**src/design/bpt_pkg.sv**
```systemverilog
// ----------------------------------------------------------------------------
// Ballast position tracker package
// Shared widths, direction codes, item codes and the tracker state record.
// ----------------------------------------------------------------------------
`timescale 1ns / 1ps

package bpt_pkg;

    localparam int SENSOR_WIDTH = 16;
    localparam int COUNT_WIDTH  = 16;
    localparam int BIT_SEL_W    = 4;
    localparam int FRAC_W       = 17;
    localparam int CFG_IDX_W    = 2;
    localparam int CFG_DATA_W   = 16;

    localparam logic [COUNT_WIDTH-1:0] COUNT_MAX      = {COUNT_WIDTH{1'b1}};
    localparam logic [COUNT_WIDTH-1:0] POSITION_RESET = COUNT_WIDTH'(10);
    localparam logic [FRAC_W-1:0]      FRAC_FULL      = FRAC_W'(65536);

    localparam logic [15:0]          PPF_RESET       = 16'd435;
    localparam logic [BIT_SEL_W-1:0] OPTO_BIT_RESET  = 4'd0;
    localparam logic [BIT_SEL_W-1:0] ENDSTOP_BIT_RESET = 4'd1;

    // Reciprocal of ten in Q19, exact for operands below 2^17.
    localparam logic [15:0] RECIP_TEN = 16'd52429;

    typedef enum logic [CFG_IDX_W-1:0] {
        CFG_PULSES_PER_FILL = 2'd0,
        CFG_OPTO_BIT        = 2'd1,
        CFG_ENDSTOP_BIT     = 2'd2
    } cfg_index_t;

    typedef enum logic {
        FUNC_SET_TARGET = 1'b0,
        FUNC_SENSOR     = 1'b1
    } func_t;

    typedef enum logic [1:0] {
        DIR_IDLE  = 2'd0,
        DIR_FILL  = 2'd1,
        DIR_EMPTY = 2'd2
    } dir_t;

    typedef struct packed {
        logic [COUNT_WIDTH-1:0]  goal;
        logic [COUNT_WIDTH-1:0]  position;
        dir_t                    motion_dir;
        dir_t                    prior_dir;
        logic                    full_flag;
        logic                    empty_flag;
        logic                    initialized;
        logic [SENSOR_WIDTH-1:0] last_sensor;
        logic                    first_endstop_seen;
    } track_state_t;

    typedef struct packed {
        logic [15:0] ppf;
        logic [15:0] ppf_tenth;
        logic [15:0] ppf_nine_tenths;
        logic [BIT_SEL_W-1:0] opto_bit;
        logic [BIT_SEL_W-1:0] endstop_bit;
    } track_cfg_t;

endpackage

```
**src/design/bpt_update.sv**
```systemverilog
// ----------------------------------------------------------------------------
// Ballast position tracker update logic
// Computes the tracker state that follows one item from the present state.
// ----------------------------------------------------------------------------
`timescale 1ns / 1ps

module bpt_update (
    input  bpt_pkg::track_cfg_t                 cfg,
    input  bpt_pkg::track_state_t               cur,
    input  logic                                func,
    input  logic [bpt_pkg::FRAC_W-1:0]          target_fraction,
    input  logic [bpt_pkg::SENSOR_WIDTH-1:0]    sensor_bits,
    output bpt_pkg::track_state_t               nxt
);
    import bpt_pkg::*;

    function automatic logic line_bit(input logic [SENSOR_WIDTH-1:0] word,
                                      input logic [BIT_SEL_W-1:0] sel);
        logic result;
        result = 1'b0;
        if (32'(sel) < SENSOR_WIDTH) begin
            result = word[sel];
        end
        return result;
    endfunction

    logic [FRAC_W-1:0] frac_clamped;
    logic [32:0]       goal_product;
    logic [COUNT_WIDTH-1:0] goal_value;
    logic opto_edge;
    logic endstop;

    always_comb begin
        frac_clamped = (target_fraction > FRAC_FULL) ? FRAC_FULL : target_fraction;
        goal_product = 33'(frac_clamped) * 33'(cfg.ppf) + 33'd32768;
        goal_value   = COUNT_WIDTH'(goal_product[32:16]);
        opto_edge    = line_bit(cur.last_sensor ^ sensor_bits, cfg.opto_bit);
        endstop      = line_bit(sensor_bits, cfg.endstop_bit);
    end

    always_comb begin
        nxt = cur;
        if (func == FUNC_SET_TARGET) begin
            nxt.goal = goal_value;
            if (goal_value > cur.position) begin
                if (nxt.motion_dir != DIR_FILL) nxt.prior_dir = nxt.motion_dir;
                nxt.motion_dir = DIR_FILL;
            end else if (goal_value < cur.position) begin
                if (nxt.motion_dir != DIR_EMPTY) nxt.prior_dir = nxt.motion_dir;
                nxt.motion_dir = DIR_EMPTY;
            end else begin
                if (nxt.motion_dir != DIR_IDLE) nxt.prior_dir = nxt.motion_dir;
                nxt.motion_dir = DIR_IDLE;
            end
        end else if (cur.initialized) begin
            nxt.last_sensor = sensor_bits;
            if (opto_edge) begin
                if (cur.motion_dir == DIR_FILL) begin
                    if (nxt.position < COUNT_MAX) nxt.position = nxt.position + 1'b1;
                    if (nxt.position >= cur.goal) begin
                        nxt.prior_dir  = nxt.motion_dir;
                        nxt.motion_dir = DIR_IDLE;
                    end
                end else if (cur.motion_dir == DIR_EMPTY) begin
                    if (nxt.position != '0) nxt.position = nxt.position - 1'b1;
                    if (nxt.position <= cur.goal) begin
                        nxt.prior_dir  = nxt.motion_dir;
                        nxt.motion_dir = DIR_IDLE;
                    end
                end else if (cur.prior_dir == DIR_FILL) begin
                    if (nxt.position < cfg.ppf) nxt.position = nxt.position + 1'b1;
                end else if (cur.prior_dir == DIR_EMPTY) begin
                    if (nxt.position != '0) nxt.position = nxt.position - 1'b1;
                end
            end
            if (!endstop) nxt.first_endstop_seen = 1'b0;
            if (nxt.motion_dir != DIR_IDLE) begin
                if (!endstop) begin
                    nxt.full_flag  = 1'b0;
                    nxt.empty_flag = 1'b0;
                end else if (!(cur.full_flag || cur.empty_flag)) begin
                    if (nxt.first_endstop_seen || nxt.position < cfg.ppf_tenth ||
                        nxt.position > cfg.ppf_nine_tenths) begin
                        nxt.prior_dir  = nxt.motion_dir;
                        nxt.motion_dir = DIR_IDLE;
                        if (nxt.position > (cfg.ppf >> 1)) begin
                            nxt.position  = cfg.ppf;
                            nxt.full_flag = 1'b1;
                        end else begin
                            nxt.position   = '0;
                            nxt.empty_flag = 1'b1;
                        end
                    end else begin
                        nxt.first_endstop_seen = 1'b1;
                    end
                end
            end
        end else begin
            nxt.last_sensor = sensor_bits;
            if (cur.motion_dir != DIR_IDLE) begin
                if (!endstop) begin
                    nxt.full_flag  = 1'b0;
                    nxt.empty_flag = 1'b0;
                end else if (!(cur.full_flag || cur.empty_flag)) begin
                    if (cur.motion_dir == DIR_FILL) begin
                        nxt.position   = cfg.ppf;
                        nxt.prior_dir  = cur.motion_dir;
                        nxt.motion_dir = DIR_IDLE;
                        nxt.full_flag  = 1'b1;
                    end else if (cur.motion_dir == DIR_EMPTY) begin
                        nxt.position    = '0;
                        nxt.prior_dir   = cur.motion_dir;
                        nxt.motion_dir  = DIR_IDLE;
                        nxt.empty_flag  = 1'b1;
                        nxt.initialized = 1'b1;
                    end
                end
            end
        end
    end

endmodule

```
**src/design/ballast_position_tracker_unit.sv**
```systemverilog
// ----------------------------------------------------------------------------
// Ballast position tracker
// Counts opto encoder edges, recalibrates at the endstops and drives the
// fill and empty motor lines toward a target set as a Q16 fraction.
// ----------------------------------------------------------------------------
// Each item is held in the input registers and its result in the output
// registers; one item per cycle unless m_ready stalls the output. The state
// update is combinational through the multiplier and compare logic between
// the input and result registers. Reset (synchronous, active low) empties
// both stages, restores register defaults, sets position to ten pulses, idle.
`timescale 1ns / 1ps

module ballast_position_tracker_unit (
    input  logic                               aclk,
    input  logic                               aresetn,
    input  logic                               cfg_wr_en,
    input  logic [bpt_pkg::CFG_IDX_W-1:0]      cfg_index,
    input  logic [bpt_pkg::CFG_DATA_W-1:0]     cfg_wdata,
    input  logic                               s_valid,
    output logic                               s_ready,
    input  logic                               s_func,
    input  logic [bpt_pkg::FRAC_W-1:0]         s_target_fraction,
    input  logic [bpt_pkg::SENSOR_WIDTH-1:0]   s_sensor_bits,
    output logic                               m_valid,
    input  logic                               m_ready,
    output logic [bpt_pkg::COUNT_WIDTH-1:0]    m_pulse_count,
    output logic [bpt_pkg::COUNT_WIDTH-1:0]    m_target_pulses,
    output logic                               m_fill_drive,
    output logic                               m_empty_drive,
    output logic                               m_is_moving,
    output logic                               m_init_done,
    output logic                               m_at_full,
    output logic                               m_at_empty
);
    import bpt_pkg::*;

    track_cfg_t   cfg_reg;
    track_state_t state_reg;
    track_state_t state_next;

    logic                    in_valid_reg;
    logic                    in_func_reg;
    logic [FRAC_W-1:0]       in_frac_reg;
    logic [SENSOR_WIDTH-1:0] in_sensor_reg;
    logic                    advance;

    logic [32:0] tenth_prod;
    logic [32:0] tenth_up_prod;

    assign advance = in_valid_reg && (!m_valid || m_ready);
    assign s_ready = !in_valid_reg || advance;

    assign tenth_prod    = 33'(cfg_wdata) * 33'(RECIP_TEN);
    assign tenth_up_prod = (33'(cfg_wdata) + 33'd9) * 33'(RECIP_TEN);

    bpt_update u_update (
        .cfg             (cfg_reg),
        .cur             (state_reg),
        .func            (in_func_reg),
        .target_fraction (in_frac_reg),
        .sensor_bits     (in_sensor_reg),
        .nxt             (state_next)
    );

    always_ff @(posedge aclk) begin
        if (!aresetn) begin
            cfg_reg.ppf             <= PPF_RESET;
            cfg_reg.ppf_tenth       <= 16'(PPF_RESET / 10);
            cfg_reg.ppf_nine_tenths <= 16'((PPF_RESET * 9) / 10);
            cfg_reg.opto_bit        <= OPTO_BIT_RESET;
            cfg_reg.endstop_bit     <= ENDSTOP_BIT_RESET;
        end else if (cfg_wr_en) begin
            case (cfg_index)
                CFG_PULSES_PER_FILL: begin
                    cfg_reg.ppf             <= cfg_wdata;
                    cfg_reg.ppf_tenth       <= 16'(tenth_prod[32:19]);
                    cfg_reg.ppf_nine_tenths <= cfg_wdata - 16'(tenth_up_prod[32:19]);
                end
                CFG_OPTO_BIT: begin
                    cfg_reg.opto_bit <= cfg_wdata[BIT_SEL_W-1:0];
                end
                CFG_ENDSTOP_BIT: begin
                    cfg_reg.endstop_bit <= cfg_wdata[BIT_SEL_W-1:0];
                end
                default: begin
                end
            endcase
        end
    end

    always_ff @(posedge aclk) begin
        if (!aresetn) begin
            in_valid_reg <= 1'b0;
        end else if (s_ready) begin
            in_valid_reg <= s_valid;
        end
        if (s_ready && s_valid) begin
            in_func_reg   <= s_func;
            in_frac_reg   <= s_target_fraction;
            in_sensor_reg <= s_sensor_bits;
        end
    end

    always_ff @(posedge aclk) begin
        if (!aresetn) begin
            state_reg.goal               <= '0;
            state_reg.position           <= POSITION_RESET;
            state_reg.motion_dir         <= DIR_IDLE;
            state_reg.prior_dir          <= DIR_IDLE;
            state_reg.full_flag          <= 1'b0;
            state_reg.empty_flag         <= 1'b0;
            state_reg.initialized        <= 1'b0;
            state_reg.last_sensor        <= '0;
            state_reg.first_endstop_seen <= 1'b0;
        end else if (advance) begin
            state_reg <= state_next;
        end
    end

    always_ff @(posedge aclk) begin
        if (!aresetn) begin
            m_valid <= 1'b0;
        end else if (advance) begin
            m_valid <= 1'b1;
        end else if (m_ready) begin
            m_valid <= 1'b0;
        end
        if (advance) begin
            m_pulse_count   <= state_next.position;
            m_target_pulses <= state_next.goal;
            m_fill_drive    <= (state_next.motion_dir == DIR_FILL);
            m_empty_drive   <= (state_next.motion_dir == DIR_EMPTY);
            m_is_moving     <= (state_next.motion_dir != DIR_IDLE);
            m_init_done     <= state_next.initialized;
            m_at_full       <= state_next.full_flag;
            m_at_empty      <= state_next.empty_flag;
        end
    end

endmodule
```
**config.mk**
```make
export PLATFORM = sky130hd
export DESIGN_NAME = ballast_position_tracker_unit
export DESIGN_NICKNAME = d
export VERILOG_FILES = /design/src/design/bpt_pkg.sv /design/src/design/bpt_update.sv /design/src/design/ballast_position_tracker_unit.sv
export SDC_FILE = /design/constraint.sdc
export NUM_CORES = 2
export LEC_CHECK = 0
export BUFFER_PORTS_ARGS = -buffer_cell sky130_fd_sc_hd__buf_2
export CORE_MARGIN = 2
export CORE_UTILIZATION = 40
export CTS_CLUSTER_SIZE = 8
export DETAILED_ROUTE_END_ITERATION = 8
export SLEW_MARGIN = 20
export SYNTH_ARGS = -nofsm -noshare
export SYNTH_HDL_FRONTEND = slang
export SYNTH_SLANG_ARGS = --single-unit
```
**constraint.sdc**
```tcl
create_clock -name aclk -period 12.3 [get_ports aclk]
set_clock_uncertainty 0.1 [all_clocks]
set_input_delay 0.615 -clock aclk [delete_from_list [all_inputs] [get_ports aclk]]
set_output_delay 0.615 -clock aclk [all_outputs]
set_load 0.1 [all_outputs]
```
# --- Word level (Yosys, flattened, before mapping) ---
# Cells that the tools add are included.
word_totals:
  register_bits: 183
  latch_bits: 0
  ramBits: 0
  romBits: 0
  out_inout_bits: 40
  wordCells: 152
  n_memories: 0
classes:
  n_addsub: 5
  mul: 3
  div: 0
  n_lt_le_gt_ge: 12
  eq_ne: 16
  shift: 0
  mux: 66
  bitwise: 1
  reduce_logical: 22
op_table:
  columns: ["operator", "n"]
  rows:
  - ["2-to-1 mux 16 bit", 18]
  - ["2-to-1 mux 20 bit", 9]
  - ["2-to-1 mux 22 bit", 4]
  - ["2-to-1 mux 23 bit", 2]
  - ["multiplier 17 x 16 -> 33 bit, second input constant", 1]
  - ["adder 32 x 16 -> 32 bit, second input constant", 1]
  - ["greater-than comparator 16 bit", 2]
  - ["< comparator 16 bit", 2]
  - ["multiplier 16 x 16 -> 32 bit, second input constant", 1]
  - ["multiplier 17 x 16 -> 32 bit", 1]
  - ["2-to-1 mux 4 bit", 6]
  - ["adder 16 x 4 -> 17 bit, second input constant", 1]
  - ["greater-than comparator 17 bit, second input constant", 1]
  - ["2-to-1 mux 1 bit", 17]
  - ["2-to-1 mux 17 bit", 1]
  - ["adder 16 x 1 -> 16 bit, second input constant", 1]
  - ["greater-or-equal comparator 16 bit", 1]
  - ["greater-than comparator 16 x 15 -> 1 bit", 1]
  - ["less-or-equal comparator 16 bit", 1]
  - ["< comparator 16 x 13 -> 1 bit", 1]
  - ["< comparator 16 bit, second input constant", 1]
  - ["nonzero test 16 bit", 1]
  - ["subtractor 16 x 1 -> 16 bit, second input constant", 1]
  - ["subtractor 16 x 14 -> 16 bit", 1]
  - ["other kinds (21)", 49]

# --- Longest topological paths before layout ---
depth:
  depth_word: 24
  mapped_depth: 42

# --- Cells and area by module ---
# From an unflattened synthesis, not the netlist that was laid out.
unflattened:
  hier_cells: 3505
  hier_area_um2: 31242.5
modules_own_cells:
  columns: ["mod", "n_inst", "cells_each", "area_each_um2", "seq_area_each_um2"]
  rows:
  - ["ballast_position_tracker_unit", 1, 1593, 16185.5, 4384.2]
  - ["bpt_update", 1, 1912, 15056.9, 0.0]

# --- Worst setup path after synthesis ---
# Ideal clock, no wire load.
synth_timing:
  path_type: "register to register"
  from: "reg in_frac_reg[8]"
  to: "reg state_reg[21] (netlist bit)"
  setup_time_ns: 0.117
  t_arrival_ns: 9.222
  required_ns: 12.083
  setup_slack_ns: 2.861
  stages_incl_launch_ff: 40
  path_buffers: 2
  synth_period_minus_slack_ns: 9.439
  path_cell_list: "edfxtp_1 -> nor4_1 -> nand4_1 -> nand2_1 -> clkbuf_1 -> and2_1 -> clkbuf_1 -> nand2_1 -> fa_1 -> fa_1 -> fa_1 -> fa_1 -> inv_1 -> fa_1 -> inv_1 -> fa_1 -> inv_1 -> ha_1 -> [4 not listed] -> o211ai_1 -> o21ai_1 -> and4_1 -> a2111oi_0 -> o21bai_1 -> xnor2_1 -> inv_1 -> ha_1 -> nand4_1 -> nor2_1 -> nand2_1 -> or3_1 -> a21oi_1 -> mux2i_1 -> a211o_1 -> nor2_1 -> a21oi_1 -> a32o_1"
synth_between:
  elab_chain_cells: 8
synth_rtl:
  columns: ["item", "line", "text"]
  rows:
  - ["start, declared", "ballast_position_tracker_unit.sv:43", "logic [FRAC_W-1:0] in_frac_reg;"]
  - ["start signal, assigned", "ballast_position_tracker_unit.sv:99", "in_frac_reg <= s_target_fraction;"]
  - ["greater-than comparator 17 bit", "bpt_update.sv:34", "frac_clamped = (target_fraction > FRAC_FULL) ? FRAC_FULL : target_fraction;"]
  - ["2-to-1 mux 17 bit (*)", "bpt_update.sv:34", null]
  - ["multiplier 17 x 16 -> 32 bit (*)", "bpt_update.sv:35", "goal_product = 33'(frac_clamped) * 33'(cfg.ppf) + 33'd32768;"]
  - ["adder 32 x 16 -> 32 bit (*)", "bpt_update.sv:35", null]
  - ["branches (longest 4 deep; another with < comparator 16 bit)", null, null]
  - ["end signal, assigned", "ballast_position_tracker_unit.sv:116", "state_reg <= state_next;"]
  - ["end, declared", "ballast_position_tracker_unit.sv:38", "track_state_t state_reg;"]
# Every way passes the cells marked *.
# A chain may end at the register's enable or synchronous reset.

# --- Worst setup path after layout ---
layout_timing:
  from: "reg in_frac_reg[1]"
  to: "reg state_reg[21] (netlist bit)"
# The elaborated chain is that of the path after synthesis.

==> results.yml <==
outcome:
  status: "finished clean"
floorplanning:
  rows: 101
  initial_core_util_pct: 40.3
  core_um2: 75600
  die_h_um: 280
  num_io_pins: 97
  die_w_um: 280
  die-area_um2: 78300
clock_network:
  cts_setup_buffers: 0
  cts_root_buf: "clkbuf_16"
  clockBufferDepth: 2
  h-tree-depth: 4
  post_cts_resized: 0
  cts_buffers: 17
  cts_tree: "yes"
  holdBufCountCts: 0
  cts.reportedPaths.clkPinSlew_ns: 0.07
  clock_sinks: 183
  clock_latency_ns: 0.47
logic_synthesis:
  yosys_warnings: 0
  yosysSeqAreaShare_pct: 14.4
  async_flop_share_pct: 0
  syn_area_um2: 30400
  ys_ff_latch: 183
  synth_cells: 3430
  synth_compound_area_share_pct: 11.2
  synth-xor-area-share_pct: 3.19
  avgSynthCellArea_um2: 8.87
  synth_ff_type: "dfxtp_1"
  synthSimpleGateAreaFrac_pct: 14.3
  synth_top_family_by_area: "adder cells"
  synthAdderAreaFrac_pct: 45.6
  syn_nets: 4369
  synth_mux_area_share_pct: 1.29
  ys_types: 92
  synth-edff-count: 72
pwr:
  p_total_w: 0.00618
  ir_worst_vdd_mv: 0.226
  leakage_nw: 16.2
  p_per_area_nw_per_um2: 190
critical_path:
  cp_common_cell: "fa_1"
  start_kind: "flop"
  required_ns: 12.56
  path_class: "flop to flop"
  critPathMaxFanout: 46
  slowest_stage: "o31ai_1"
  cp-end-kind: "flop"
  cpPeakStageDelay_ns: 0.65
  arrival_ns: 11.25
sta:
  fmax_mhz: 91.0
  tightest_slew_ns: 1.04
  post-route-period-util_pct: 89.3
  tns_ns: 0
  maxSlewHeadroom_pct: 29.8
  final_hold_viol_count: 0
  setup_viol: 0
  maxSlewViolCount: 0
  fin_crit_ns: 10.99
  rsz0062_at_grt: "no"
finish:
  area_growth_pct: 6.54
  final_common_cell: "inv_1"
  fin_nets: 4381
  drive_gt1_share_pct: 6.40
  nFillCells: 7549
  final_cell_mix: "inv_1, ha_1, fa_1, nand2_1, a21oi_1"
  diodes: 0
  final_core_util_pct: 42.9
  largest_reg_flops: 56
grt:
  grt_pass1_vias: 24100
  grt_pass1_wl_mm: 140
  overflow: 0
  grtUsageTotal_pct: 23.0
  antenna_found_initial: 3
  grt_start_max_net_pins: 66
hold_path:
  hold_class: "primary input to flop"
detailed_routing:
  drt_iter0_drc: 2153
  ant_nets: 0
  drc: 0
  vias: 24000
  drt_first_pass_iters: 6
  vias_per_cell: 5.42
  wl_per_cell_um: 20.0
  drt-total-wl_mm: 88.8
place:
  place_hpwl_mm: 72.2
  gp_congestion: 0.939
  port_buffers: 96
job:
  max_cap_viol_count: 0
-- logic make-up (layout without fill, tap and decap cells) --
family                   count (synthesis)  after routing
multiplexers                            27             27
AO/OA/AOI/OAI                          528            528
flip-flops                             183            183
AND/OR/NAND/NOR                        899            899
adder cells (fa/ha/maj)                883            883
buffers and inverters                  799            824
XOR/XNOR                               111            111
-- power breakdown --
| group | internal, W | switching (W) |
|---|---|---|
| sequential | 0.000703 | 0.0000460 |
| combinational | 0.00205 | 0.00286 |
| clock | 0.000261 | 0.000259 |
| total | 0.00301 | 0.00316 |
-- final timing paths --
check	startpoint	end	slack, ns	depth (start not counted)
setup / recovery	in_frac_reg[1]	state_reg[21]	1.31	37
hold / removal	s_target_fraction[16]	in_frac_reg[16]	0.22	1
setup reg to reg	in_frac_reg[1]	state_reg[21]	1.31	37
hold reg to reg	cfg_reg[32]	cfg_reg[32]	0.35	2
-- layer usage --
layer  vias up  GRT usage (%)  wire (µm)
met1     11700           32.3      40300
met2       834           37.1      40100
met3       148           3.04       6040
met5         -              0         37
met4         6           6.80       2330
li1      11400              -          -
-- critical path: cells and delay by family, from the launching register on --
| family | cells | cell delay, ns |
|---|---|---|
| AOI/OAI and AO/OA | 12 | 3.73 |
| xor gates and xnor gates | 1 | 0.25 |
| adders and majority gates | 8 | 3.20 |
| DFF | 1 | 0.55 |
| muxes | 1 | 0.16 |
| and+or+nand+nor | 10 | 2.17 |
| buffers and inverters | 5 | 0.70 |
-- layout make-up --
cell class / count / area (µm²) / share of cell area, %
multi-input cells: 2448 / 23000 / 71.0
flip-flops and latches: 183 / 4380 / 13.5
inverters: 654 / 2450 / 7.57
well taps: 978 / 1220 / 3.77
repair buffers: 138 / 796 / 2.45
clock buffers: 19 / 433 / 1.34
clock inverters: 13 / 100 / 0.309
-- metrics by stage --
stage                     hold slack, ns  area (µm²)  worst slack, ns  cells
final                              0.224       32400             1.31   4433
after global routing               0.204       32400            0.485   4433
after CTS                          0.206       32400             1.39   4433
after detailed placement           0.346       31900             1.41   4401
after global placement             0.340       31900             1.60   4401
after floorplan                    0.332       30400             2.86   3430
-- synth_stat cells, types with 7 or more instances --
cell	count	share of area [%]
o21ai_1	22	0.36
inv_1	648	8.0
nor3_1	37	0.61
o211ai_1	23	0.57
a22oi_1	22	0.54
nand2b_1	14	0.29
fa_1	376	25
o21ai_0	87	1.4
ha_1	506	21
o2111ai_1	9	0.26
nand2_1	376	4.6
a21oi_1	164	2.7
xnor2_1	68	2.0
nor2_1	137	1.7
a2111oi_0	7	0.20
mux4_2	9	0.67
a211o_1	8	0.23
o21bai_1	10	0.25
o21a_1	20	0.49
nand3_1	58	0.95
a211oi_1	18	0.44
mux2_2	8	0.30
and3_1	125	2.6
mux2i_1	10	0.33
clkbuf_1	133	1.6
nor2b_1	13	0.27
xor2_1	43	1.2
nor4_1	16	0.33
and2_1	45	0.93
dfxtp_1	111	7.3
or3_1	13	0.27
a21o_1	29	0.72
nand4_1	25	0.51
edfxtp_1	72	7.1
a31oi_1	28	0.58
(Power assumes the default switching activity.)
